File: src/hw/rtl/dlsq_pkg.sv
// ----------------------------------------------------------------------------
// dlsq_pkg
// Shared types and constants for the dual limit switch qualifier.
// ----------------------------------------------------------------------------
package dlsq_pkg;

    localparam int VOLTAGE_BITS_DEF = 10;
    localparam int COUNT_BITS_DEF   = 16;

    localparam int MINV_BITS = 10;
    localparam int TICK_BITS = 16;
    localparam int CFG_BITS  = 16;
    localparam int ADDR_BITS = 2;

    localparam logic [MINV_BITS-1:0] MIN_VOLTAGE_RST = 10'd150;
    localparam logic [TICK_BITS-1:0] HOLDOFF_RST     = 16'd300;
    localparam logic [TICK_BITS-1:0] WINDOW_RST      = 16'd100;

    localparam logic signed [7:0] VOTE_MAX = 8'sd126;
    localparam logic signed [7:0] VOTE_MIN = -8'sd126;

    typedef logic signed [7:0] vote_t;

    typedef enum logic [ADDR_BITS-1:0] {
        REG_MIN_VOLTAGE = 2'd0,
        REG_HOLDOFF     = 2'd1,
        REG_WINDOW      = 2'd2
    } cfg_reg_t;

    typedef enum logic [2:0] {
        POS_UNDEFINED = 3'd0,
        POS_CLOSE     = 3'd1,
        POS_OPEN      = 3'd2,
        POS_WORK      = 3'd3,
        POS_FAULT     = 3'd4
    } pos_t;

    function automatic vote_t vote_move(input vote_t v, input logic level);
        vote_t r;
        r = v;
        if (level) begin
            if (v < VOTE_MAX) r = v + 8'sd1;
        end else begin
            if (v > VOTE_MIN) r = v - 8'sd1;
        end
        return r;
    endfunction

    function automatic pos_t decide(input vote_t a, input vote_t b);
        pos_t r;
        priority if (a > 0 && b <= 0) r = POS_CLOSE;
        else if (a <= 0 && b > 0)     r = POS_OPEN;
        else if (a <= 0 && b <= 0)    r = POS_WORK;
        else                          r = POS_FAULT;
        return r;
    endfunction

endpackage

File: src/hw/rtl/dual_limit_switch_qualifier.sv
// ----------------------------------------------------------------------------
// dual_limit_switch_qualifier
// Majority-vote debouncer for two limit switches, gated by a supply check.
// ----------------------------------------------------------------------------
//  channel  | dir | handshake          | payload
//  s_       | in  | s_tvalid/s_tready  | switch levels, supply sample
//  m_       | out | m_tvalid/m_tready  | position, ready, decided
//  cfg_     | in  | cfg_wr_en          | register index, write data
//
// One item per cycle while s_tready is high; each result is registered.
// The state update for a tick is a single pass of counter and vote logic.
// A two-entry output stage (result register plus skid register) keeps
// s_tready high while one result waits; it drops only when both are full.
// aresetn is synchronous, active low, and loads the register reset values.
// ----------------------------------------------------------------------------
module dual_limit_switch_qualifier #(
    parameter int VOLTAGE_BITS = dlsq_pkg::VOLTAGE_BITS_DEF,
    parameter int COUNT_BITS   = dlsq_pkg::COUNT_BITS_DEF,
    parameter int S_DATA_BITS  = ((VOLTAGE_BITS + 2 + 7) / 8) * 8
) (
    input  logic                              aclk,
    input  logic                              aresetn,

    input  logic                              s_tvalid,
    output logic                              s_tready,
    // [0] switch_a_level, [1] switch_b_level, [VOLTAGE_BITS+1:2] supply_sample
    input  logic [S_DATA_BITS-1:0]            s_tdata,

    output logic                              m_tvalid,
    input  logic                              m_tready,
    // [2:0] position_state, [3] ready_res, [4] decided
    output logic [7:0]                        m_tdata,

    input  logic                              cfg_wr_en,
    input  logic [dlsq_pkg::ADDR_BITS-1:0]    cfg_addr,
    input  logic [dlsq_pkg::CFG_BITS-1:0]     cfg_wr_data
);
    import dlsq_pkg::*;

    localparam int CMP_BITS = (VOLTAGE_BITS > MINV_BITS) ? VOLTAGE_BITS : MINV_BITS;

    typedef logic [COUNT_BITS-1:0] cnt_t;

    logic [MINV_BITS-1:0] min_voltage_reg;
    logic [TICK_BITS-1:0] holdoff_ticks_reg;
    logic [TICK_BITS-1:0] window_ticks_reg;

    vote_t vote_a_reg, vote_a_next;
    vote_t vote_b_reg, vote_b_next;
    cnt_t  window_left_reg, window_left_next;
    cnt_t  holdoff_left_reg, holdoff_left_next;
    logic  supply_bad_reg, supply_bad_next;
    pos_t  state_reg, state_next;
    logic  ready_reg, ready_next;
    logic  decided;

    logic                    sw_a;
    logic                    sw_b;
    logic [VOLTAGE_BITS-1:0] supply;
    logic                    supply_low;
    logic                    s_acc;
    vote_t                   va_mv, vb_mv;
    logic [7:0]              result;

    logic       m_valid_reg;
    logic [7:0] m_data_reg;
    logic       skid_valid_reg;
    logic [7:0] skid_data_reg;

    assign sw_a   = s_tdata[0];
    assign sw_b   = s_tdata[1];
    assign supply = s_tdata[VOLTAGE_BITS+1:2];
    assign supply_low = CMP_BITS'(supply) < CMP_BITS'(min_voltage_reg);

    assign s_tready = !skid_valid_reg;
    assign s_acc    = s_tvalid && s_tready;

    always_ff @(posedge aclk) begin
        if (!aresetn) begin
            min_voltage_reg   <= MIN_VOLTAGE_RST;
            holdoff_ticks_reg <= HOLDOFF_RST;
            window_ticks_reg  <= WINDOW_RST;
        end else if (cfg_wr_en) begin
            unique case (cfg_addr)
                REG_MIN_VOLTAGE: min_voltage_reg   <= cfg_wr_data[MINV_BITS-1:0];
                REG_HOLDOFF:     holdoff_ticks_reg <= cfg_wr_data[TICK_BITS-1:0];
                REG_WINDOW:      window_ticks_reg  <= cfg_wr_data[TICK_BITS-1:0];
                default: ;
            endcase
        end
    end

    always_comb begin
        vote_a_next       = vote_a_reg;
        vote_b_next       = vote_b_reg;
        window_left_next  = window_left_reg;
        holdoff_left_next = holdoff_left_reg;
        supply_bad_next   = supply_bad_reg;
        state_next        = state_reg;
        ready_next        = ready_reg;
        decided           = 1'b0;
        va_mv             = vote_move(vote_a_reg, sw_a);
        vb_mv             = vote_move(vote_b_reg, sw_b);
        priority if (supply_low) begin
            supply_bad_next   = 1'b1;
            holdoff_left_next = cnt_t'(holdoff_ticks_reg);
            state_next        = POS_UNDEFINED;
            vote_a_next       = '0;
            vote_b_next       = '0;
            window_left_next  = cnt_t'(window_ticks_reg);
        end else if (supply_bad_reg) begin
            if (holdoff_left_reg == '0) supply_bad_next = 1'b0;
            holdoff_left_next = holdoff_left_reg - cnt_t'(1);
        end else if (window_left_reg != '0) begin
            vote_a_next      = va_mv;
            vote_b_next      = vb_mv;
            window_left_next = window_left_reg - cnt_t'(1);
        end else begin
            state_next       = decide(va_mv, vb_mv);
            vote_a_next      = '0;
            vote_b_next      = '0;
            window_left_next = cnt_t'(window_ticks_reg);
            ready_next       = 1'b1;
            decided          = 1'b1;
        end
        result = {3'b000, decided, ready_next, state_next};
    end

    always_ff @(posedge aclk) begin
        if (!aresetn) begin
            vote_a_reg       <= '0;
            vote_b_reg       <= '0;
            window_left_reg  <= cnt_t'(WINDOW_RST);
            holdoff_left_reg <= cnt_t'(HOLDOFF_RST);
            supply_bad_reg   <= 1'b1;
            state_reg        <= POS_UNDEFINED;
            ready_reg        <= 1'b0;
        end else if (s_acc) begin
            vote_a_reg       <= vote_a_next;
            vote_b_reg       <= vote_b_next;
            window_left_reg  <= window_left_next;
            holdoff_left_reg <= holdoff_left_next;
            supply_bad_reg   <= supply_bad_next;
            state_reg        <= state_next;
            ready_reg        <= ready_next;
        end
    end

    always_ff @(posedge aclk) begin
        if (!aresetn) begin
            m_valid_reg    <= 1'b0;
            skid_valid_reg <= 1'b0;
        end else begin
            if (s_acc || skid_valid_reg) m_valid_reg <= 1'b1;
            else if (m_tready)          m_valid_reg <= 1'b0;
            if (s_acc && m_valid_reg && !m_tready) skid_valid_reg <= 1'b1;
            else if (m_tready)                     skid_valid_reg <= 1'b0;
        end
    end

    always_ff @(posedge aclk) begin
        if (m_valid_reg && m_tready && skid_valid_reg) m_data_reg <= skid_data_reg;
        if (s_acc) begin
            if (m_valid_reg && !m_tready) skid_data_reg <= result;
            else                          m_data_reg    <= result;
        end
    end

    assign m_tvalid = m_valid_reg;
    assign m_tdata  = m_data_reg;

`ifndef NO_ASSERTIONS
    a_skid_behind_out: assert property (@(posedge aclk) disable iff (!aresetn)
        skid_valid_reg |-> m_valid_reg)
        else $error("skid entry without a result in front");

    a_decided_ready: assert property (@(posedge aclk) disable iff (!aresetn)
        (m_valid_reg && m_data_reg[4]) |-> m_data_reg[3])
        else $error("window end without ready flag");

    a_decided_pos: assert property (@(posedge aclk) disable iff (!aresetn)
        (m_valid_reg && m_data_reg[4]) |-> (m_data_reg[2:0] != POS_UNDEFINED))
        else $error("window end with undefined position");

    a_vote_range: assert property (@(posedge aclk) disable iff (!aresetn)
        (vote_a_reg <= VOTE_MAX) && (vote_a_reg >= VOTE_MIN) &&
        (vote_b_reg <= VOTE_MAX) && (vote_b_reg >= VOTE_MIN))
        else $error("vote counter out of range");

    a_low_clears: assert property (@(posedge aclk) disable iff (!aresetn)
        (s_acc && supply_low) |=> (supply_bad_reg && vote_a_reg == 0 && vote_b_reg == 0))
        else $error("low supply did not clear votes");
`endif

endmodule

File: config.mk
export PLATFORM = sky130hd
export DESIGN_NAME = dual_limit_switch_qualifier
export DESIGN_NICKNAME = d
export VERILOG_FILES = /design/src/hw/rtl/dlsq_pkg.sv /design/src/hw/rtl/dual_limit_switch_qualifier.sv
export SDC_FILE = /design/constraint.sdc
export NUM_CORES = 1
export LEC_CHECK = 0
export BUFFER_PORTS_ARGS = -buffer_cell sky130_fd_sc_hd__buf_2
export CORE_MARGIN = 2
export CORE_UTILIZATION = 32
export CTS_CLUSTER_DIAMETER = 120
export DETAILED_ROUTE_END_ITERATION = 10
export PLACE_DENSITY = 0.46
export SYNTH_ARGS = -nofsm -noshare
export SYNTH_HDL_FRONTEND = slang
export SYNTH_SLANG_ARGS = --single-unit
File: constraint.sdc
create_clock -name aclk -period 3.8 [get_ports aclk]
set_clock_uncertainty 0.2 [all_clocks]
set_input_delay 0.76 -clock aclk [delete_from_list [all_inputs] [get_ports aclk]]
set_output_delay 0.76 -clock aclk [all_outputs]
set_load 0.02 [all_outputs]
==> qor.txt, run 1 <==
Outcome -> completed
Share of layout cells above drive strength 1 -> 11.5%
Worst Reg-to-Reg Cells -> 10
Final WL -> 17.1 mm
Setup Crit Path Kind -> reg2reg
DRT Pass-1 Iters -> 4
Hold Vio Cnt, Final -> 0
Num rows -> 50
PD cells -> 399 nW/um^2
VDD IR max -> 0.000172 V
Worst-path clk slew -> 70 ps
I/O pin count -> 49
PortBufs -> 44
H-tree levels -> 3
Slew headroom -> 45.0%
Setup violations, final -> 0
Grt ovf -> 0
Final instance area -> 6760 sq um
Peak fanout along the critical path -> 13
RSZ-0062 raised after global routing -> no
Setup TNS -> 0 ps
Cell variety after synth -> 70
#FFs+latches synth -> 110
CP peak stage delay -> 580 ps
Post-layout util -> 36.1%
Clock latency on the worst-skew pair -> 350 ps
Post-CTS Hold Fix Bufs -> 0
Post-CTS sizing -> 0
Area share of the largest cell type after synthesis -> 34.5%
FILL cells -> 1966
Crit. End Element -> flip-flop
GR Util All Layers -> 17.2%
Synth warn -> 0
Clock tree buffer depth -> 2
Largest net degree at the start of global routing -> 47
First-pass GRT wire length -> 28.0 mm
Max cap viols -> 0
CP Launch Type -> flip-flop
Residual DRC -> 0
Clock root cell -> clkbuf_16
Vias per inst -> 5.48
Ys flop type -> dfxtp_1
Top area cells in the synthesized netlist -> dfxtp_1 35%, nand2_1 8.6%, a21oi_1 7.6%, o21ai_0 3.9%, nor2_1 3.6%
Via Count -> 5818
Post-Syn Instances -> 806
Slew Viols, Final -> 0
Net Count, Synth -> 860
Mapped Area -> 6090 sq um
Pleak -> 2.52 nW
First DRT Iteration DRCs -> 333
Class of the worst hold path -> reg2reg
CTS Buf Count -> 9
Post-route ant nets -> 0
Number of global-route vias before repair -> 5465
WL/cell -> 16.1 microns
Sink Count -> 110
CP Data Arrival Time -> 3230 ps
Die width -> 142 microns
Worst slew pin tran -> 818 ps
Nets -> 877
Die Ht -> 142 microns
Diodes inserted -> 0
Routability cong. -> 0.838
Hold path cells -> 2
Max Clk Rate -> 315 MHz
Synthesized area per cell -> 7.56 sq um
Setup ws final -> 622 ps
Worst path required time -> 3850 ps
Yosys top cell by area -> dfxtp_1
Die area -> 20100 sq um
Starting Density -> 32.6%
CP Cell Sequence -> inv_1 > ha_1 > or2_2 > o22a_1 > o211ai_2 > a32oi_1 > o41ai_2 > or2_1 > a21oi_2 > o21a_1
Initial antenna violation count -> 0
Post-CTS setup buffer count -> 0
CTS tree -> built
Pre-CTS setup slack -> 447 ps
P&R area growth vs syn -> 11.0%
CP max-delay cell -> dfxtp_1
Area of the core -> 18700 sq um
Post-DP Area -> 6440 sq um
Ys async rst share -> 0%
Post-synth EDFFs -> 5
Dpl hpwl -> 12.1 mm
Final Cycle Share -> 83.6%
Final Critical Period -> 3180 ps
Register area share after synthesis -> 37.0%
[cells in the mapped netlist (all sizes together), types with 12 or more instances]
cell type / count
nor3: 33
o211ai: 13
nand3: 44
a21oi: 96
clkbuf: 39
o21ai: 48
nor2: 58
inv: 28
o22ai: 12
dfxtp: 105
ha: 15
or3: 12
buf: 13
nand2: 139
[power by group]
group / switching [mW] / internal (mW)
logic: 0.272 / 0.159
registers: 0.0482 / 1.21
clock network: 0.434 / 0.574
[cells by family (layout without fill, tap and decap cells)]
| group | count (synthesis) | after routing | share of synthesized area, % |
|---|---|---|---|
| and+or+nand+nor | 354 | 354 | 28.1 |
| muxes | 8 | 8 | 1.38 |
| AOI/OAI and AO/OA | 235 | 235 | 23.6 |
| DFF | 110 | 110 | 37.0 |
| xor gates and xnor gates | 2 | 2 | 0.288 |
| adders and majority gates | 15 | 15 | 3.08 |
| buffers and inverters | 82 | 104 | 6.57 |
[per-layer routing]
metal | global-route usage [%] | vias up | share of wire, %
met5 | 0 | - | 0
met4 | 5.95 | 0 | 1.8
met2 | 28.4 | 96 | 46
met3 | 2.09 | 23 | 3.0
met1 | 23.4 | 2772 | 49
li1 | - | 2927 | -
[final timing paths]
path / start / endpoint / slack (ps)
setup reg to reg: vote_a_reg[0] / m_tdata[2] / 620
hold / removal: holdoff_ticks_reg[12] / holdoff_ticks_reg[12] / 260
hold reg to reg: holdoff_ticks_reg[12] / holdoff_ticks_reg[12] / 260
setup / recovery: vote_a_reg[0] / m_tdata[2] / 620
[worst max-delay path: cells and delay by family (launching register included)]
kind	cells	cell delay [ps]
buffers and inverters	1	170
and+or+nand+nor	2	500
adders and majority gates	1	300
AOI/OAI and AO/OA	6	1320
DFF	1	580
[stage by stage]
stage                     hold WS (ps)  instances  total power [mW]
final                              256       1062              2.69
after detailed placement           248       1046              1.71
after floorplan                    229        806              1.58
after global placement             237       1046              1.70
after global routing               276       1062              2.83
after CTS                          258       1062              2.73
[layout make-up]
cell class	count	area [sq um]	share of cell area, %
clock buffer	9	225	3.33
clock inverter	7	86.3	1.28
inverter	30	113	1.67
multi-input combinational	614	3440	50.9
sequential	110	2250	33.3
tap	234	293	4.33
timing repair buffer	58	350	5.19
[cell usage in the layout (no fill, tap or decap), drive strengths merged, types with 4 or more instances in the layout]
cell type | Yosys | routed
a21boi | 4 | 4
or3 | 12 | 12
nor2 | 58 | 58
clkbuf | 39 | 9
mux2i | 5 | 5
clkinv | 2 | 6
a31oi | 11 | 11
nand4 | 10 | 10
inv | 28 | 29
and3 | 4 | 4
or2 | 6 | 6
nor3 | 33 | 33
ha | 15 | 15
a211oi | 6 | 6
o21a | 8 | 8
nand3b | 5 | 5
o211ai | 13 | 13
dfxtp | 105 | 105
a32oi | 4 | 4
o21ai | 48 | 48
and2 | 6 | 6
nand3 | 44 | 44
buf | 13 | 58
nor4 | 11 | 11
a21oi | 96 | 96
edfxtp | 5 | 5
nor2b | 4 | 4
a21o | 6 | 6
o22ai | 12 | 12
nand2 | 139 | 139
(Power assumes the default switching activity.)
==> run 2: changes to the inputs <==
--- a/config.mk
+++ b/config.mk
@@ -5,12 +5,13 @@
 export SDC_FILE = /design/constraint.sdc
 export NUM_CORES = 1
 export LEC_CHECK = 0
+export ABC_AREA = 1
 export BUFFER_PORTS_ARGS = -buffer_cell sky130_fd_sc_hd__buf_2
 export CORE_MARGIN = 2
 export CORE_UTILIZATION = 32
 export CTS_CLUSTER_DIAMETER = 120
 export DETAILED_ROUTE_END_ITERATION = 10
-export PLACE_DENSITY = 0.46
+export PLACE_DENSITY = 0.48
 export SYNTH_ARGS = -nofsm -noshare
 export SYNTH_HDL_FRONTEND = slang
 export SYNTH_SLANG_ARGS = --single-unit
==> constraint.sdc (replaced) <==
create_clock -name aclk -period 2.9 [get_ports aclk]
set_clock_uncertainty 0.2 [all_clocks]
set_input_delay 0.58 -clock aclk [delete_from_list [all_inputs] [get_ports aclk]]
set_output_delay 0.58 -clock aclk [all_outputs]
set_load 0.02 [all_outputs]
==> qor.txt, run 2 <==
Routability cong. -> 0.855 (+2.1%)
Cell with the most instances after synthesis -> nand2_1
#FFs+latches synth -> 110 (unchanged)
Simple-Gate Fraction of Synth Area -> 27.1% (-1.0 points)
Outcome -> completed
Yosys top cell by area -> dfxtp_1
Total power -> 3.64 mW (+35%)
Final WL -> 15.6 mm (-9.1%)
Share of layout cells above drive strength 1 -> 12.6% (+1.1 points)
Worst path required time -> 2940 ps (-910 ps)
Hold Vio Cnt, Final -> 0 (unchanged)
Crit. End Element -> flip-flop
Synthesized area per cell -> 6.89 sq um (-8.9%)
Area of the core -> 18800 sq um (+0.67%)
Pleak -> 3.08 nW (+22%)
Top area cells in the synthesized netlist -> dfxtp_1 34%, nand2_1 11%, o21ai_0 6.7%, a21oi_1 6.0%, inv_1 5.8%
Ys async rst share -> 0% (unchanged)
WL/cell -> 13.0 microns (-20%)
CTS tree -> built
CP Launch Type -> flip-flop
Vias per inst -> 4.73 (-14%)
Dpl hpwl -> 11.3 mm (-6.2%)
CTS Buf Count -> 9 (unchanged)
Worst r2r src -> min_voltage_reg[9]
Die area -> 20400 sq um (+1.2%)
Most frequent cells in the layout -> 186 x nand2_1, 105 x dfxtp_1, 96 x inv_1
Post-CTS Hold Fix Bufs -> 0 (unchanged)
Mapped Area -> 6160 sq um (+1.2%)
GR Util All Layers -> 16.1% (-1.2 points)
Net Count, Synth -> 949 (+10%)
Clock root cell -> clkbuf_16
FILL cells -> 2061 (+4.8%)
Worst Reg-to-Reg Cells -> 9 (-1)
Most used cell, CP -> a21oi_1
Nets -> 988 (+13%)
Ys flop type -> dfxtp_1
Num rows -> 50 (unchanged)
Initial antenna violation count -> 2 (+2)
Worst Setup EP -> holdoff_left_reg[15]
Die width -> 143 microns (+0.58%)
PD cells -> 520 nW/um^2 (+30%)
Post-CTS setup buffer count -> 0 (unchanged)
Worst slew pin tran -> 563 ps (-255 ps)
Pre-CTS setup slack -> -1.20 ps (-449 ps)
Starting Density -> 32.7% (+0.18 points)
CP max-delay cell -> a21oi_2
Area share of fa/ha/maj cells after synthesis -> 3.05% (-0.037 points)
Mux cell area share after synthesis -> 0% (-1.4 points)
Post-route ant nets -> 0 (unchanged)
Cell variety after synth -> 47 (-33%)
P&R area growth vs syn -> 13.5%
Setup ws final -> 384 ps (-238 ps)
Area share of the largest cell type after synthesis -> 34.1% (-0.41 points)
Worst-path clk slew -> 70 ps (about the same)
First-pass GRT wire length -> 26.6 mm (-5.3%)
Number of global-route vias before repair -> 5329 (-2.5%)
CP Launch Point -> min_voltage_reg[9]
Via Count -> 5684 (-2.3%)
CP peak stage delay -> 320 ps (-260 ps)
Post-layout util -> 37.1% (+1.0 points)
Post-Syn Instances -> 895 (+11%)
Final Critical Period -> 2520 ps (-662 ps)
Register area share after synthesis -> 36.5% (-0.44 points)
CP Cell Sequence -> inv_1 > ha_1 > a21oi_1 > o31a_1 > nand3_4 > a21oi_2 > clkinv_1 > a21oi_1 > a21oi_1
Crit path buffers/inverters -> 2 (+1)
Flop2flop setup slack -> 380 ps (-240 ps)
First DRT Iteration DRCs -> 260 (-22%)
Compound-gate portion of the synthesized area -> 19.6% (-4.0 points)
Final Cycle Share -> 86.7% (+3.1 points)
Slew Viols, Final -> 0 (unchanged)
DRT Pass-1 Iters -> 5 (+1)
Die Ht -> 143 microns (+0.58%)
Setup violations, final -> 0 (unchanged)
Clock tree buffer depth -> 2 (unchanged)
PortBufs -> 44 (unchanged)
Reg2reg end -> holdoff_left_reg[15]
Slew headroom -> 62.3% (+17 points)
Grt ovf -> 0 (unchanged)
Residual DRC -> 0 (unchanged)
XOR/XNOR Fraction of Synth Area -> 3.98% (+3.7 points)
Max Clk Rate -> 398 MHz (+26%)
Commonest non-fill, non-tap cell in the layout -> nand2_1
Hold slack -> 241 ps (-15.2 ps)
Sink Count -> 110 (unchanged)
Setup TNS -> 0 ps (unchanged)
Synth warn -> 0 (unchanged)
WP depth -> 9 (-1)
Largest net degree at the start of global routing -> 70 (+49%)
CP Data Arrival Time -> 2550 ps (-680 ps)
CP delay by family, top -> compound AO/OA/AOI/OAI gates
H-tree levels -> 3 (unchanged)
Max cap viols -> 0 (unchanged)
Clock latency on the worst-skew pair -> 350 ps (about the same)
Class of the worst hold path -> in2reg
Post-synth EDFFs -> 5 (unchanged)
Peak fanout along the critical path -> 10 (-3)
I/O pin count -> 49 (unchanged)
Setup Crit Path Kind -> reg2reg
Synth top cells by count -> 186 x nand2_1, 105 x dfxtp_1, 96 x inv_1
Post-CTS sizing -> 0 (unchanged)
Largest family of logic cells by synthesized area -> simple AND/OR/NAND/NOR gates
RSZ-0062 raised after global routing -> no
VDD IR max -> 0.000305 V (+77%)
==> run 2: kinds of logic (layout without fill, tap and decap cells) <==
kind of cell               Yosys count  count (layout)
and+or+nand+nor                    381             381
DFF                                110             110
buffers and inverters              148             192
adders and majority gates           15              15
AOI/OAI and AO/OA                  213             213
xor gates and xnor gates            28              28
other                                0               2
==> run 2: through the flow <==
stage	instances	area, sq um
final	1201	6990
after global routing	1199	6990
after CTS	1199	6990
after detailed placement	1183	6710
after global placement	1183	6710
after floorplan	895	6160
==> run 2: per-layer routing <==
layer	vias to the layer above	routed length [microns]	share of wire (%)	track usage (%)
met5	-	0	0	0
li1	3023	-	-	-
met1	2564	7820	50	22.0
met2	86	7060	45	25.6
met4	0	127	0.81	4.27
met3	11	578	3.7	3.52
==> run 2: report_power, final <==
part | internal [mW] | total, mW | leakage, nW | switching (mW)
Clock | 0.608 | 1.17 | 0.140 | 0.562
Combinational | 0.286 | 0.770 | 2.03 | 0.484
Sequential | 1.61 | 1.70 | 0.909 | 0.0835
Total | 2.51 | 3.64 | 3.08 | 1.13
==> run 2: area by class of cell <==
cell class                      instances  area, sq um  area share, %
Multi-Input combinational cell        637         3310           47.3
Inverter                              109          412           5.89
Tap cell                              260          325           4.65
Clock inverter                          5         32.5          0.465
Clock buffer                           11          243           3.47
Timing Repair Buffer                   67          418           5.97
Antenna cell                            2         5.00         0.0716
Sequential cell                       110         2250           32.2
==> run 2: worst min path at each step <==
stage | startpoint | to | cells past startpoint
2_1_floorplan | window_ticks_reg[10] | window_ticks_reg[10] | 2
3_5_place_dp | window_ticks_reg[14] | window_ticks_reg[14] | 2
4_1_cts | m_tready | skid_valid_reg | 2
5_1_grt | m_tready | skid_valid_reg | 2
6_report | m_tready | skid_valid_reg | 2
3_3_place_gp | window_ticks_reg[11] | window_ticks_reg[11] | 2
==> run 3: changes to the inputs <==
==> constraint.sdc (replaced) <==
create_clock -name aclk -period 2.9 [get_ports aclk]
set_clock_uncertainty 0.2 [all_clocks]
set_input_delay 0.29 -clock aclk [delete_from_list [all_inputs] [get_ports aclk]]
set_output_delay 0.29 -clock aclk [all_outputs]
set_load 0.02 [all_outputs]
==> qor.txt, run 3 (same netlist as run 2, synthesis figures left out) <==
Outcome -> completed
HP Start -> cfg_wr_data[3]
Sink Count -> 110 (unchanged)
Total power -> 3.69 mW (+1.5%)
Flop2flop setup slack -> 460 ps (+70 ps)
Die width -> 143 microns (unchanged)
CP Data Arrival Time -> 2350 ps (-200 ps)
RSZ-0062 raised after global routing -> no
Worst r2r src -> vote_a_reg[1]
Max cap viols -> 0 (unchanged)
Setup ws final -> 458 ps (+73.3 ps)
Clock share of power -> 33.4% (+1.2 points)
Largest net degree at the start of global routing -> 69 (-1.4%)
Starting Density -> 32.7% (unchanged)
Worst slew pin tran -> 694 ps (+131 ps)
Final WL -> 15.8 mm (+1.2%)
PD cells -> 526 nW/um^2 (+1.2%)
Hold path cells -> 3 (+1)
PortBufs -> 44 (unchanged)
Clock tree buffer depth -> 2 (unchanged)
Die Ht -> 143 microns (unchanged)
Internal power -> 2.53 mW (+1.0%)
VDD IR max -> 0.000272 V (-11%)
Max Clk Rate -> 409 MHz (+3.0%)
Grt ovf -> 0 (unchanged)
Worst path required time -> 2800 ps (-140 ps)
Share of layout cells above drive strength 1 -> 11.9% (-0.68 points)
Psw -> 1.16 mW (+2.6%)
Initial antenna violation count -> 0 (-2)
Nets -> 991 (+0.30%)
Post-route ant nets -> 0 (unchanged)
Die area -> 20400 sq um (unchanged)
Setup TNS -> 0 ps (unchanged)
Slew headroom -> 53.7% (-8.6 points)
Vias per inst -> 4.68 (-1.1%)
Final Cycle Share -> 84.2% (-2.5 points)
First DRT Iteration DRCs -> 275 (+5.8%)
Setup Crit Path Kind -> reg2reg
Met3 routed WL -> 513 microns (-11%)
Number of global-route vias before repair -> 5351 (+0.41%)
Reg2reg end -> skid_data_reg[1]
GR Util All Layers -> 16.2% (+0.091 points)
CTS tree -> built
Worst hold endpoint -> holdoff_ticks_reg[3]
Commonest non-fill, non-tap cell in the layout -> nand2_1
Final Critical Period -> 2440 ps (-73.3 ps)
Via Count -> 5628 (-0.99%)
Switching Fraction -> 31.4% (+0.34 points)
First-pass GRT wire length -> 26.6 mm (about the same)
Setup violations, final -> 0 (unchanged)
Hold Vio Cnt, Final -> 0 (unchanged)
Crit. End Element -> flip-flop
Worst Reg-to-Reg Cells -> 13 (+4)
Met2 wire len -> 7.14 mm (+1.1%)
WL/cell -> 13.1 microns (+1.1%)
Peak fanout along the critical path -> 9 (-1)
Dpl hpwl -> 11.2 mm (-1.1%)
Sequential power share -> 45.9% (-0.8 points)
Top Metal Used -> met4
CTS Buf Count -> 9 (unchanged)
I/O pin count -> 49 (unchanged)
Slew Viols, Final -> 0 (unchanged)
Clock root cell -> clkbuf_16
Area of the core -> 18800 sq um (unchanged)
Class of the worst hold path -> in2reg
Num rows -> 50 (unchanged)
Clock latency on the worst-skew pair -> 360 ps (about the same)
Gate power share -> 20.6% (-0.6 points)
Pre-CTS setup slack -> 379 ps (+380 ps)
Met1 wire length -> 7.95 mm (+1.7%)
P&R area growth vs syn -> 13.9%
H-tree levels -> 3 (unchanged)
Pleak -> 3.08 nW (+0.14%)
DRT Pass-1 Iters -> 4 (-1)
Routability cong. -> 0.808 (-5.5%)
Most frequent cells in the layout -> 186 x nand2_1, 105 x dfxtp_1, 96 x inv_1
Diodes inserted -> 0 (-2)
Residual DRC -> 0 (unchanged)
CP Launch Type -> flip-flop
Worst-path clk slew -> 80 ps (about the same)
run 3: power by group through the flow:
| stage | logic (mW) | clock network, mW | registers, mW |
|---|---|---|---|
| floorplan | 0.581 | 0 | 1.71 |
| global placement | 0.759 | 0 | 1.73 |
| detailed placement | 0.760 | 0 | 1.73 |
| CTS | 0.773 | 1.28 | 1.70 |
| global route | 0.885 | 1.32 | 1.71 |
| finish | 0.762 | 1.23 | 1.70 |
run 3: layout make-up:
type / count / area [sq um]
tap: 260 / 325
sequential: 110 / 2250
multi-input combinational: 637 / 3310
clock buffer: 13 / 260
inverter: 109 / 412
timing repair buffer: 70 / 435
clock inverter: 3 / 26.3
fill: 2054 / 11800
run 3: how the worst max path moves through the flow:
stage	slack, ps	startpoint	cells after the start	end
2_1_floorplan	820	min_voltage_reg[9]	12	window_left_reg[6]
3_3_place_gp	400	s_tdata[11]	11	window_left_reg[6]
3_5_place_dp	380	s_tdata[11]	11	window_left_reg[6]
4_1_cts	420	vote_a_reg[1]	13	skid_data_reg[1]
5_1_grt	210	vote_a_reg[1]	13	skid_data_reg[1]
6_report	460	vote_a_reg[1]	13	skid_data_reg[1]
run 3: worst max-delay path, stage by stage, from the launching register on:
cell and delay [ps]:
dfxtp_1 550, ha_1 340, nand3_1 120, xor2_1 160, nand2_1 70, nand2_1 50, nand2_1 100, inv_2 30
nand2_1 50, nor2_1 40, nand2_1 50, nand2_1 100, o21ai_1 260, inv_1 70
run 3: routing by layer:
metal / vias to the layer above / global-route usage (%)
li1: 3033 / -
met1: 2504 / 21.7
met3: 12 / 2.72
met5: - / 0
met2: 79 / 26.7
met4: 0 / 4.64
run 3: timing repair:
action / CTS / global route
gates resized for setup: 0 / 0
buffers inserted: 0 / 0
hold endpoints to repair: 9 / 0
hold buffers: 8 / 0
run 3: through the flow:
step,cell area [sq um],util [%],instances,hold WS [ps]
after floorplan,6160,-,895,180
after global placement,6650,35.3,1178,243
after detailed placement,6650,35.3,1178,250
after CTS,7020,37.3,1202,3.86
after global routing,7020,37.3,1202,9.15
final,7020,37.3,1202,14.7
